$ cat src/rtl/rlrp_pkg.sv
package rlrp_pkg;

   // screen geometry
   localparam int SCREEN_WIDTH  = 160;
   localparam int SCREEN_HEIGHT = 100;
   localparam int MEM_DEPTH     = SCREEN_WIDTH * SCREEN_HEIGHT;
   localparam int ADDR_W        = $clog2(MEM_DEPTH);
   localparam int XW            = $clog2(SCREEN_WIDTH);
   localparam int YW            = $clog2(SCREEN_HEIGHT);

   // field widths
   localparam int COORD_W = 12;
   localparam int COLOR_W = 4;
   localparam int ERR_W   = COORD_W + 3;

   // register byte addresses
   localparam logic [2:0] REG_DRAW_ENABLE = 3'h0;
   localparam logic [2:0] REG_DRAW_COLOR  = 3'h4;

   typedef enum logic [1:0] {
      KIND_PLOT = 2'd0,
      KIND_LINE = 2'd1,
      KIND_RECT = 2'd2,
      KIND_READ = 2'd3
   } rlrp_kind_type;

   // controller to datapath
   typedef struct packed {
      logic clear;
      logic load;
      logic line_step;
      logic rect_step;
      logic read_capture;
      logic rsp_load;
   } rlrp_cmd_type;

   // datapath to controller
   typedef struct packed {
      logic clear_last;
      logic line_last;
      logic rect_last;
      logic rect_empty;
      logic rsp_busy;
   } rlrp_sts_type;

endpackage

$ cat src/rtl/rlrp_ctrl.sv
module rlrp_ctrl (
   input  logic                   clock,
   input  logic                   reset,
   input  logic                   req_tvalid,
   output logic                   req_tready,
   input  rlrp_pkg::rlrp_kind_type req_kind,
   input  logic                   draw_enable,
   input  rlrp_pkg::rlrp_sts_type  sts,
   output rlrp_pkg::rlrp_cmd_type  cmd
);

   typedef enum logic [5:0] {
      ST_CLEAR = 6'b000001,
      ST_IDLE  = 6'b000010,
      ST_LINE  = 6'b000100,
      ST_RECT  = 6'b001000,
      ST_READ  = 6'b010000,
      ST_RESP  = 6'b100000
   } state_type;

   state_type state_ff, state_in;

   // next state and commands
   always_comb begin
      state_in = state_ff;
      cmd      = '0;
      req_tready = 1'b0;
      unique case (state_ff)
         ST_CLEAR: begin
            cmd.clear = 1'b1;
            if (sts.clear_last) state_in = ST_IDLE;
         end
         ST_IDLE: begin
            req_tready = 1'b1;
            if (req_tvalid) begin
               cmd.load = 1'b1;
               if (req_kind == rlrp_pkg::KIND_READ) state_in = ST_READ;
               else if (!draw_enable) state_in = ST_RESP;
               else if (req_kind == rlrp_pkg::KIND_RECT) state_in = ST_RECT;
               else state_in = ST_LINE;
            end
         end
         ST_LINE: begin
            cmd.line_step = 1'b1;
            if (sts.line_last) state_in = ST_RESP;
         end
         ST_RECT: begin
            if (sts.rect_empty) begin
               state_in = ST_RESP;
            end else begin
               cmd.rect_step = 1'b1;
               if (sts.rect_last) state_in = ST_RESP;
            end
         end
         ST_READ: begin
            cmd.read_capture = 1'b1;
            state_in = ST_RESP;
         end
         ST_RESP: begin
            if (!sts.rsp_busy) begin
               cmd.rsp_load = 1'b1;
               state_in = ST_IDLE;
            end
         end
         default: state_in = ST_CLEAR;
      endcase
   end

   always_ff @(posedge clock) begin
      if (reset) state_ff <= ST_CLEAR;
      else state_ff <= state_in;
   end

   a_clear_to_idle: assert property (@(posedge clock) disable iff (reset)
      (state_ff == ST_CLEAR && sts.clear_last) |=> state_ff == ST_IDLE)
      else $error("clearing pass did not end in idle");

   a_accept_leaves_idle: assert property (@(posedge clock) disable iff (reset)
      (req_tvalid && req_tready) |=> state_ff != ST_IDLE)
      else $error("accepted beat did not start work");

endmodule

$ cat config.mk
export PLATFORM = sky130hd
export DESIGN_NAME = rlrp_ctrl
export DESIGN_NICKNAME = d
export VERILOG_FILES = /design/src/rtl/rlrp_pkg.sv /design/src/rtl/rlrp_ctrl.sv
export SDC_FILE = /design/constraint.sdc
export NUM_CORES = 1
export LEC_CHECK = 0
export BUFFER_PORTS_ARGS = -buffer_cell sky130_fd_sc_hd__buf_2
export CORE_AREA = 2 2 39 41
export DETAILED_ROUTE_END_ITERATION = 12
export DIE_AREA = 0 0 41 43
export SKIP_LAST_GASP = 1
export SLEW_MARGIN = 40
export SYNTH_ARGS = -nofsm -noshare
export SYNTH_HDL_FRONTEND = slang
export SYNTH_SLANG_ARGS = --single-unit
export TNS_END_PERCENT = 1
$ cat constraint.sdc
create_clock -name clock -period 1.8 [get_ports clock]
set_input_delay 0.18 -clock clock [delete_from_list [all_inputs] [get_ports clock]]
set_output_delay 0.18 -clock clock [all_outputs]
set_load 0.005 [all_outputs]
==> results of run 1 <==
==> layout by cell type, fill, tap and decap left out, types with 3 or more instances in the layout <==
cell	instances
nand2_1	3
clkbuf_4	3
buf_4	10
inv_1	3
buf_2	16
nand3b_1	4
dfxtp_1	4
a21oi_1	3
o21ai_0	3
nor2_1	8
==> layout make-up <==
class / instances / area share (%)
multi-input combinational: 43 / 43.5
timing repair buffer: 28 / 28.1
sequential: 6 / 19.4
clock buffer: 3 / 3.56
tap: 16 / 3.16
inverter: 4 / 2.37
==> logic make-up (layout without fill, tap and decap cells) <==
family / count (synthesis) / count (layout)
and+or+nand+nor: 28 / 28
AOI/OAI and AO/OA: 13 / 13
DFF: 6 / 6
buffers and inverters: 4 / 35
xor gates and xnor gates: 2 / 2
==> metal layers <==
layer | track usage, % | part of all wire [%] | vias to the layer above
li1 | - | - | 262
met1 | 18.4 | 46 | 233
met5 | 0 | 0 | -
met3 | 1.57 | 4.2 | 4
met2 | 22.2 | 47 | 15
met4 | 10.0 | 3.0 | 0
==> timing repair <==
action | in CTS | in global routing
pin swaps | 2 | 2
endpoints found under the setup margin | 4 | 8
resized for setup | 3 | 3
setup buffers | 2 | 0
==> synthesized netlist by cell type, types with 2 or more instances <==
cell type / n / area, um2
nand2_1: 3 / 11.3
a21oi_1: 3 / 15.0
nand4b_1: 2 / 17.5
xor2_1: 2 / 17.5
nor4_1: 2 / 12.5
nand3b_1: 4 / 30.0
nor3_1: 2 / 10.0
dfxtp_1: 6 / 120
inv_1: 4 / 15.0
o21ai_0: 3 / 15.0
nor2_1: 8 / 30.0
==> through the flow <==
stage / power (mW) / instance area [um2]
finish: 0.476 / 633
global route: 0.505 / 633
CTS: 0.473 / 619
detailed placement: 0.341 / 577
global placement: 0.341 / 577
floorplan: 0.262 / 404
==> final timing paths <==
| kind | from | end | cells after the start |
|---|---|---|---|
| max reg2reg | state_ff[4] | state_ff[3] | 6 |
| min | reset | state_ff[5] | 2 |
| min reg2reg | state_ff[5] | state_ff[3] | 3 |
| max | state_ff[4] | cmd[3] | 5 |
==> critical path, delay by kind of cell, from the launching register on <==
kind / cells / cell delay [ns]
and+or+nand+nor: 2 / 0.95
DFF: 1 / 0.31
buffers and inverters: 3 / 0.25
==> report_power, final <==
part | leakage [nW] | switching (mW) | internal (mW)
combinational | 0.250 | 0.0973 | 0.101
sequential | 0.0499 | 0.00799 | 0.148
clock | 0.0138 | 0.0469 | 0.0753
==> results.json, run 1 <==
{
  "clk_pin_slew_ns": 0.04,
  "fp-row-count": 14,
  "largest_reg_flops": 6,
  "synth_edf_count": 0,
  "ys_types": 25,
  "cts_tree": "built",
  "synthArstFlopShare_pct": 0,
  "drc": 0,
  "regMostFlops": "state_ff",
  "seq_area_um2": 123,
  "chipHeight_um": 43,
  "crit_slowest_cell": "or4_4",
  "gp_congestion": 0.728,
  "tightest_slew_ns": 0.373,
  "synth_compound_area_share_pct": 21.4,
  "tns_ns": -0.550,
  "ys_ff_latch": 6,
  "syn_area_per_cell_um2": 7.63,
  "syn2layout_area_growth_pct": 56.7,
  "grtUsageTotal_pct": 14.7,
  "path_class": "register to output port",
  "grt_first_pass_wirelength_um": 1730,
  "p_leak_nw": 0.314,
  "route.vias.total": 514,
  "via_per_inst": 5.14,
  "cts_root_buffer": "clkbuf_4",
  "routed_wl_um": 1160,
  "fin_util_pct": 45.8,
  "endpoint_kind": "output port",
  "clkLatencyLatePin_ns": 0.24,
  "synth-simple-area-share_pct": 40.9,
  "dieArea_um2": 1760,
  "cp.required_ns": 1.62,
  "start_kind": "register",
  "htree_levels": 1,
  "initial_core_util_pct": 29.2,
  "max_freq_mhz": 517,
  "pre_cts_ws_ns": -0.0468,
  "reg_top3": "state_ff x6",
  "drv_cap": 0,
  "hold_ws_ns": 0.136,
  "setup_slack_ns": -0.135,
  "netlist_instances": 53,
  "ys_seq_area_share_pct": 29.7,
  "report.final.slew_viol_count": 0,
  "cp.arrival_ns": 1.76,
  "die_x_um": 41,
  "slew_headroom_pct": 74.9,
  "stdcell_count": 100,
  "cts_buffers": 3,
  "nFillCells": 145,
  "routedWlPerCell_um": 11.6,
  "synthMuxAreaShare_pct": 0,
  "final-setup-viol-count": 8,
  "synth_xor_area_share_pct": 4.33,
  "hold_buffers": 0,
  "finalHoldViolCount": 0,
  "dp.cells": 95,
  "io_pins": 18,
  "first_iter_violations": 9,
  "ys_warn_count": 0,
  "grt_overflow": 0,
  "synth_nets": 64,
  "drt_first_pass_iters": 4,
  "outcome": "finished, violations left",
  "powerDensity_nw_per_um2": 752,
  "drive_gt1_share_pct": 45.2,
  "period_minus_slack_ns": 1.94,
  "path_cells": "or4_4 -> or3b_4 -> buf_6 -> inv_2 -> buf_6",
  "dpl.hpwl_um": 908,
  "grt_antenna_before_repair": 0,
  "crit_path_frequent_cell": "buf_6",
  "layout.nets": 97,
  "critPathMaxStageDelay_ns": 0.54,
  "clockBufferDepth": 2,
  "path_max_fanout": 3,
  "antennaDiodeCount": 0,
  "ys.flop_type": "dfxtp_1",
  "synth-adder-area-share_pct": 0,
  "regToRegSetupSlack_ns": -0.08,
  "multi_input_area_um2": 275,
  "clock_skew_ns": 0.00322,
  "syn-cell-area_um2": 404,
  "design.core.area_um2": 1380,
  "grt_pass1_vias": 456,
  "antenna_left": 0,
  "peakVddDrop_mv": 0.396,
  "fin_crit_sh_pct": 108,
  "rsz0062_at_grt": "yes",
  "io_buffers": 17,
  "synth_top_family_by_area": "simple AND/OR/NAND/NOR gates",
  "clock_sinks": 6,
  "hold_class": "input port to register",
  "violations": "setup timing",
  "grt_max_degree": 7
}
(Power assumes the default switching activity.)
==> run 2, diff against run 1 <==
--- a/config.mk
+++ b/config.mk
@@ -5,6 +5,7 @@
 export SDC_FILE = /design/constraint.sdc
 export NUM_CORES = 1
 export LEC_CHECK = 0
+export ABC_AREA = 1
 export BUFFER_PORTS_ARGS = -buffer_cell sky130_fd_sc_hd__buf_2
 export CORE_AREA = 2 2 39 41
 export DETAILED_ROUTE_END_ITERATION = 12
==> run 2 against run 1 <==
  * The run now ends clean
  * Critical path depth increased by 1
  * Fmax increased by 39%
  * Total power increased by 46%
  * Core utilization decreased by 1.4 points
  * Area after synthesis increased by 20%
  * Synthesized cell count increased by 55%
  * Sequential power increased by 37%
  * Critical endpoint is now cmd[0]
  * Highest routed layer unchanged
==> results.json, run 2 <==
{
  "cp.required_ns": 1.62,
  "rr_startpoint": "state_ff[2]",
  "dpl.hpwl_um": 938,
  "fp-row-count": 14,
  "cts_buffers": 3,
  "clkLatencyLatePin_ns": 0.25,
  "grt_pass1_vias": 477,
  "drv_cap": 0,
  "antenna_left": 0,
  "io_pins": 18,
  "synth_common_cells": "19 x inv_1, 18 x nor2_1, 10 x nand3_1",
  "setup_slack_ns": 0.405,
  "finalHoldViolCount": 0,
  "endpoint_kind": "output port",
  "route.vias.total": 555,
  "peakVddDrop_mv": 0.389,
  "synthArstFlopShare_pct": 0,
  "whs_endpoint": "state_ff[2]",
  "routedWlPerCell_um": 9.22,
  "pre_cts_ws_ns": 0.608,
  "grt_first_pass_wirelength_um": 1750,
  "layout_commonest_cell": "inv_1",
  "synth_edf_count": 0,
  "hold_buffers": 0,
  "clock_skew_ns": 0.00623,
  "routed_wl_um": 1090,
  "ys_types": 13,
  "rsz0062_at_grt": "no",
  "powerDensity_nw_per_um2": 1130,
  "holdPathStages": 2,
  "clockBufferDepth": 2,
  "drive_gt1_share_pct": 30.4,
  "fin_crit_sh_pct": 77.5,
  "cp.arrival_ns": 1.21,
  "chipHeight_um": 43,
  "mostFrequentLayoutCells": "19 x inv_1, 18 x nor2_1, 17 x buf_2, 10 x nand3_1, 8 x nand2_1",
  "dp.cells": 115,
  "tightest_slew_ns": 0.204,
  "yosysMostFrequentCell": "inv_1",
  "yosys-top-cells-area": "dfxtp_1 25%, inv_1 15%, nor2_1 14%",
  "yosys.area.top_type": "dfxtp_1",
  "cts_tree": "built",
  "clk_pin_slew_ns": 0.05,
  "path_class": "register to output port",
  "start_kind": "register",
  "drt_first_pass_iters": 4,
  "period_minus_slack_ns": 1.39,
  "grt_antenna_before_repair": 0,
  "syn-cell-area_um2": 487,
  "syn2layout_area_growth_pct": 26.2,
  "ys.flop_type": "dfxtp_1",
  "regToRegSetupSlack_ns": 0.61,
  "min-delay-start": "reset",
  "stdcell_count": 118,
  "synth_nets": 93,
  "r2r.worst_path.cells": 7,
  "ys_warn_count": 0,
  "largest_reg_flops": 6,
  "netlist.area_leader.share_pct": 24.7,
  "report.final.slew_viol_count": 0,
  "layout.nets": 115,
  "grt_max_degree": 9,
  "power_mw": 0.697,
  "design.core.area_um2": 1380,
  "cts_resized": 0,
  "clock_sinks": 6,
  "grt_overflow": 0,
  "io_buffers": 17,
  "netlist_instances": 82,
  "max_freq_mhz": 717,
  "tns_ns": 0,
  "r2r-end": "state_ff[5]",
  "final-setup-viol-count": 0,
  "initial_core_util_pct": 35.2,
  "cts_root_buffer": "clkbuf_4",
  "htree_levels": 1,
  "drc": 0,
  "ys_ff_latch": 6,
  "die_x_um": 41,
  "first_iter_violations": 5,
  "reg_top3": "state_ff x6",
  "outcome": "completed",
  "hold_class": "input port to register",
  "grtUsageTotal_pct": 14.9,
  "path_max_fanout": 6,
  "p_leak_nw": 0.383,
  "antennaDiodeCount": 0,
  "via_per_inst": 4.70,
  "slew_headroom_pct": 86.4,
  "gp_congestion": 0.790,
  "postCtsSetupRepairBufs": 0,
  "syn_area_per_cell_um2": 5.94,
  "ys_seq_area_share_pct": 24.7,
  "dieArea_um2": 1760,
  "regMostFlops": "state_ff"
}
run 2: cell type report:
cell class / instances / area [um2]
fill: 159 / 769
sequential: 6 / 120
tap: 16 / 20.0
inverter: 21 / 78.8
multi-input combinational: 55 / 288
clock buffer: 3 / 22.5
timing repair buffer: 17 / 85.1
run 2: cell families (layout without fill, tap and decap cells):
kind of cell,count (synthesis),in the layout,synth area share [%]
buffers and inverters,21,41,16.2
and+or+nand+nor,53,53,57.1
AOI/OAI and AO/OA,2,2,2.06
DFF,6,6,24.7
run 2: layer usage:
| layer | global-route usage (%) | part of all wire (%) |
|---|---|---|
| met5 | 0 | 0 |
| met4 | 10.0 | 2.9 |
| met3 | 3.14 | 5.5 |
| met2 | 23.8 | 48 |
| met1 | 16.5 | 44 |
run 2: worst max-delay path by stage:
stage	slack (ns)	from	depth (start not counted)	to
CTS	0.39	state_ff[0]	6	cmd[0]
global placement	0.60	state_ff[4]	5	state_ff[2]
floorplan	0.72	state_ff[0]	8	state_ff[5]
finish	0.41	state_ff[0]	6	cmd[0]
detailed placement	0.61	state_ff[4]	6	state_ff[5]
global route	0.28	state_ff[0]	6	cmd[0]
run 2: power breakdown:
part	internal, mW	leakage [nW]	switching [mW]
clock network	0.0755	0.0138	0.0498
logic	0.133	0.320	0.225
registers	0.168	0.0491	0.0450
total	0.377	0.383	0.320
run 2: stage by stage:
stage	utilization, %	instance area, um2	hold slack [ns]
after floorplan	-	487	0.249
after global placement	42.8	592	0.352
after detailed placement	42.8	592	0.356
after CTS	44.4	614	0.0964
after global routing	44.4	614	0.0963
final	44.4	614	0.0950
run 2: worst max-delay path, cell delays in order, from the launching register on:
cell	delay (ns)
dfxtp_1	0.34
nor2_4	0.18
inv_2	0.05
nor2_2	0.12
nand2_1	0.08
nor2_1	0.08
buf_2	0.11
==> run 3, diff against run 2 <==
==> constraint.sdc (replaced) <==
create_clock -name clock -period 1.45 [get_ports clock]
set_input_delay 0.145 -clock clock [delete_from_list [all_inputs] [get_ports clock]]
set_output_delay 0.145 -clock clock [all_outputs]
set_load 0.005 [all_outputs]
==> run 3 against run 2 <==
  * Total power up 29%
  * Non-clock buffer count up 2
  * Wire length down 0.46%
  * Critical endpoint unchanged
  * Highest routed layer unchanged
==> results.json, run 3 (same netlist as run 2, synthesis figures left out) <==
{
  "outcome": "completed",
  "via_per_inst": 4.64,
  "routed_wl_um": 1080,
  "htree_levels": 1,
  "layout_commonest_cell": "inv_1",
  "routedWlPerCell_um": 9.03,
  "cp.arrival_ns": 1.20,
  "gp_congestion": 0.791,
  "antennaDiodeCount": 0,
  "route.vias.total": 557,
  "grt_overflow": 0,
  "endpoint": "cmd[0]",
  "grtUsageTotal_pct": 15.0,
  "io_buffers": 17,
  "fin_crit_sh_pct": 92.9,
  "hold_class": "input port to register",
  "antenna_left": 0,
  "endpoint_kind": "output port",
  "clockBufferDepth": 2,
  "critPathLaunch": "state_ff[1]",
  "max_freq_mhz": 742,
  "start_kind": "register",
  "clock_sinks": 6,
  "path_max_fanout": 6,
  "fin_util_pct": 45.5,
  "cts_resized": 0,
  "rsz0062_at_grt": "yes",
  "finalHoldViolCount": 0,
  "cp.required_ns": 1.31,
  "drv_cap": 0,
  "final-setup-viol-count": 0,
  "grt_first_pass_wirelength_um": 1770,
  "slew_headroom_pct": 86.4,
  "reg_top3": "state_ff x6",
  "dieArea_um2": 1760,
  "drt_first_pass_iters": 4,
  "tightest_slew_ns": 0.204,
  "drc": 0,
  "dp.cells": 115,
  "regToRegSetupSlack_ns": 0.14,
  "powerDensity_nw_per_um2": 1430,
  "period_minus_slack_ns": 1.35,
  "layout.nets": 117,
  "syn2layout_area_growth_pct": 29.3,
  "grt_pass1_vias": 495,
  "clk_pin_slew_ns": 0.05,
  "r2r-end": "state_ff[5]",
  "mostFrequentLayoutCells": "19 x inv_1, 18 x nor2_1, 17 x buf_2, 10 x nand3_1, 8 x nand2_1",
  "io_pins": 18,
  "dpl.hpwl_um": 939,
  "peakVddDrop_mv": 0.453,
  "stdcell_count": 120,
  "clock_skew_ns": 0.00682,
  "die_x_um": 41,
  "p_leak_nw": 0.392,
  "drive_gt1_share_pct": 31.7,
  "path_class": "register to output port",
  "first_iter_violations": 12,
  "initial_core_util_pct": 35.2,
  "rr_startpoint": "state_ff[5]",
  "grt_antenna_before_repair": 0,
  "tns_ns": 0,
  "largest_reg_flops": 6,
  "clkLatencyLatePin_ns": 0.25,
  "fp-row-count": 14,
  "regMostFlops": "state_ff",
  "r2r.worst_path.cells": 8,
  "design.core.area_um2": 1380,
  "cts_buffers": 3,
  "chipHeight_um": 43,
  "report.final.slew_viol_count": 0,
  "grt_max_degree": 9,
  "cts_tree": "built",
  "cts_root_buffer": "clkbuf_4"
}
-- run 3: cell count changes in the layout (fill, tap and decap cells not counted) --
cell / before / now
buf_4: 0 / 2
-- run 3: layer usage --
layer | vias up | wire length [um] | share of wire (%) | track usage, %
met4 | 0 | 20 | 1.8 | 10.0
li1 | 301 | - | - | -
met5 | - | 0 | 0 | 0
met3 | 4 | 57 | 5.3 | 3.14
met1 | 232 | 458 | 42 | 15.5
met2 | 20 | 547 | 51 | 25.0
-- run 3: stage by stage --
| stage | power [mW] | cell area [um2] | hold slack, ns | worst slack (ns) |
|---|---|---|---|---|
| floorplan | 0.599 | 487 | 0.214 | 0.372 |
| global placement | 0.710 | 592 | 0.317 | 0.254 |
| detailed placement | 0.712 | 592 | 0.321 | 0.250 |
| CTS | 0.869 | 614 | 0.0614 | 0.0659 |
| global route | 0.984 | 629 | 0.0613 | -0.00715 |
| finish | 0.897 | 629 | 0.0613 | 0.103 |
-- run 3: power by group --
part           internal [mW]  switching (mW)
Combinational          0.193           0.284
Clock                 0.0937          0.0617
Sequential             0.209          0.0562
-- run 3: final cells by class --
type / count / area, um2
timing repair buffer: 19 / 100
clock buffer: 3 / 22.5
multi-input combinational: 55 / 288
inverter: 21 / 78.8
sequential: 6 / 120
tap: 16 / 20.0
fill: 153 / 754
-- run 3: worst max-delay path: stages, from the launching register on --
cell and delay [ns]:
dfxtp_1 0.34, nor2_4 0.18, inv_2 0.05, nor2_2 0.11, nand2_1 0.08, nor2_1 0.08
buf_2 0.11
-- run 3: timing repair --
action	CTS	global route
setup buffers	0	2
setup endpoints to repair	0	3
hold buffers	0	0
-- run 3: worst min-delay path by stage --
stage	from	end	slack, ns	depth (start not counted)
floorplan	reset	state_ff[2]	0.21	1
detailed placement	reset	state_ff[2]	0.32	2
finish	reset	state_ff[2]	0.06	2
global placement	reset	state_ff[2]	0.32	2
CTS	reset	state_ff[2]	0.06	2
global route	reset	state_ff[2]	0.06	2
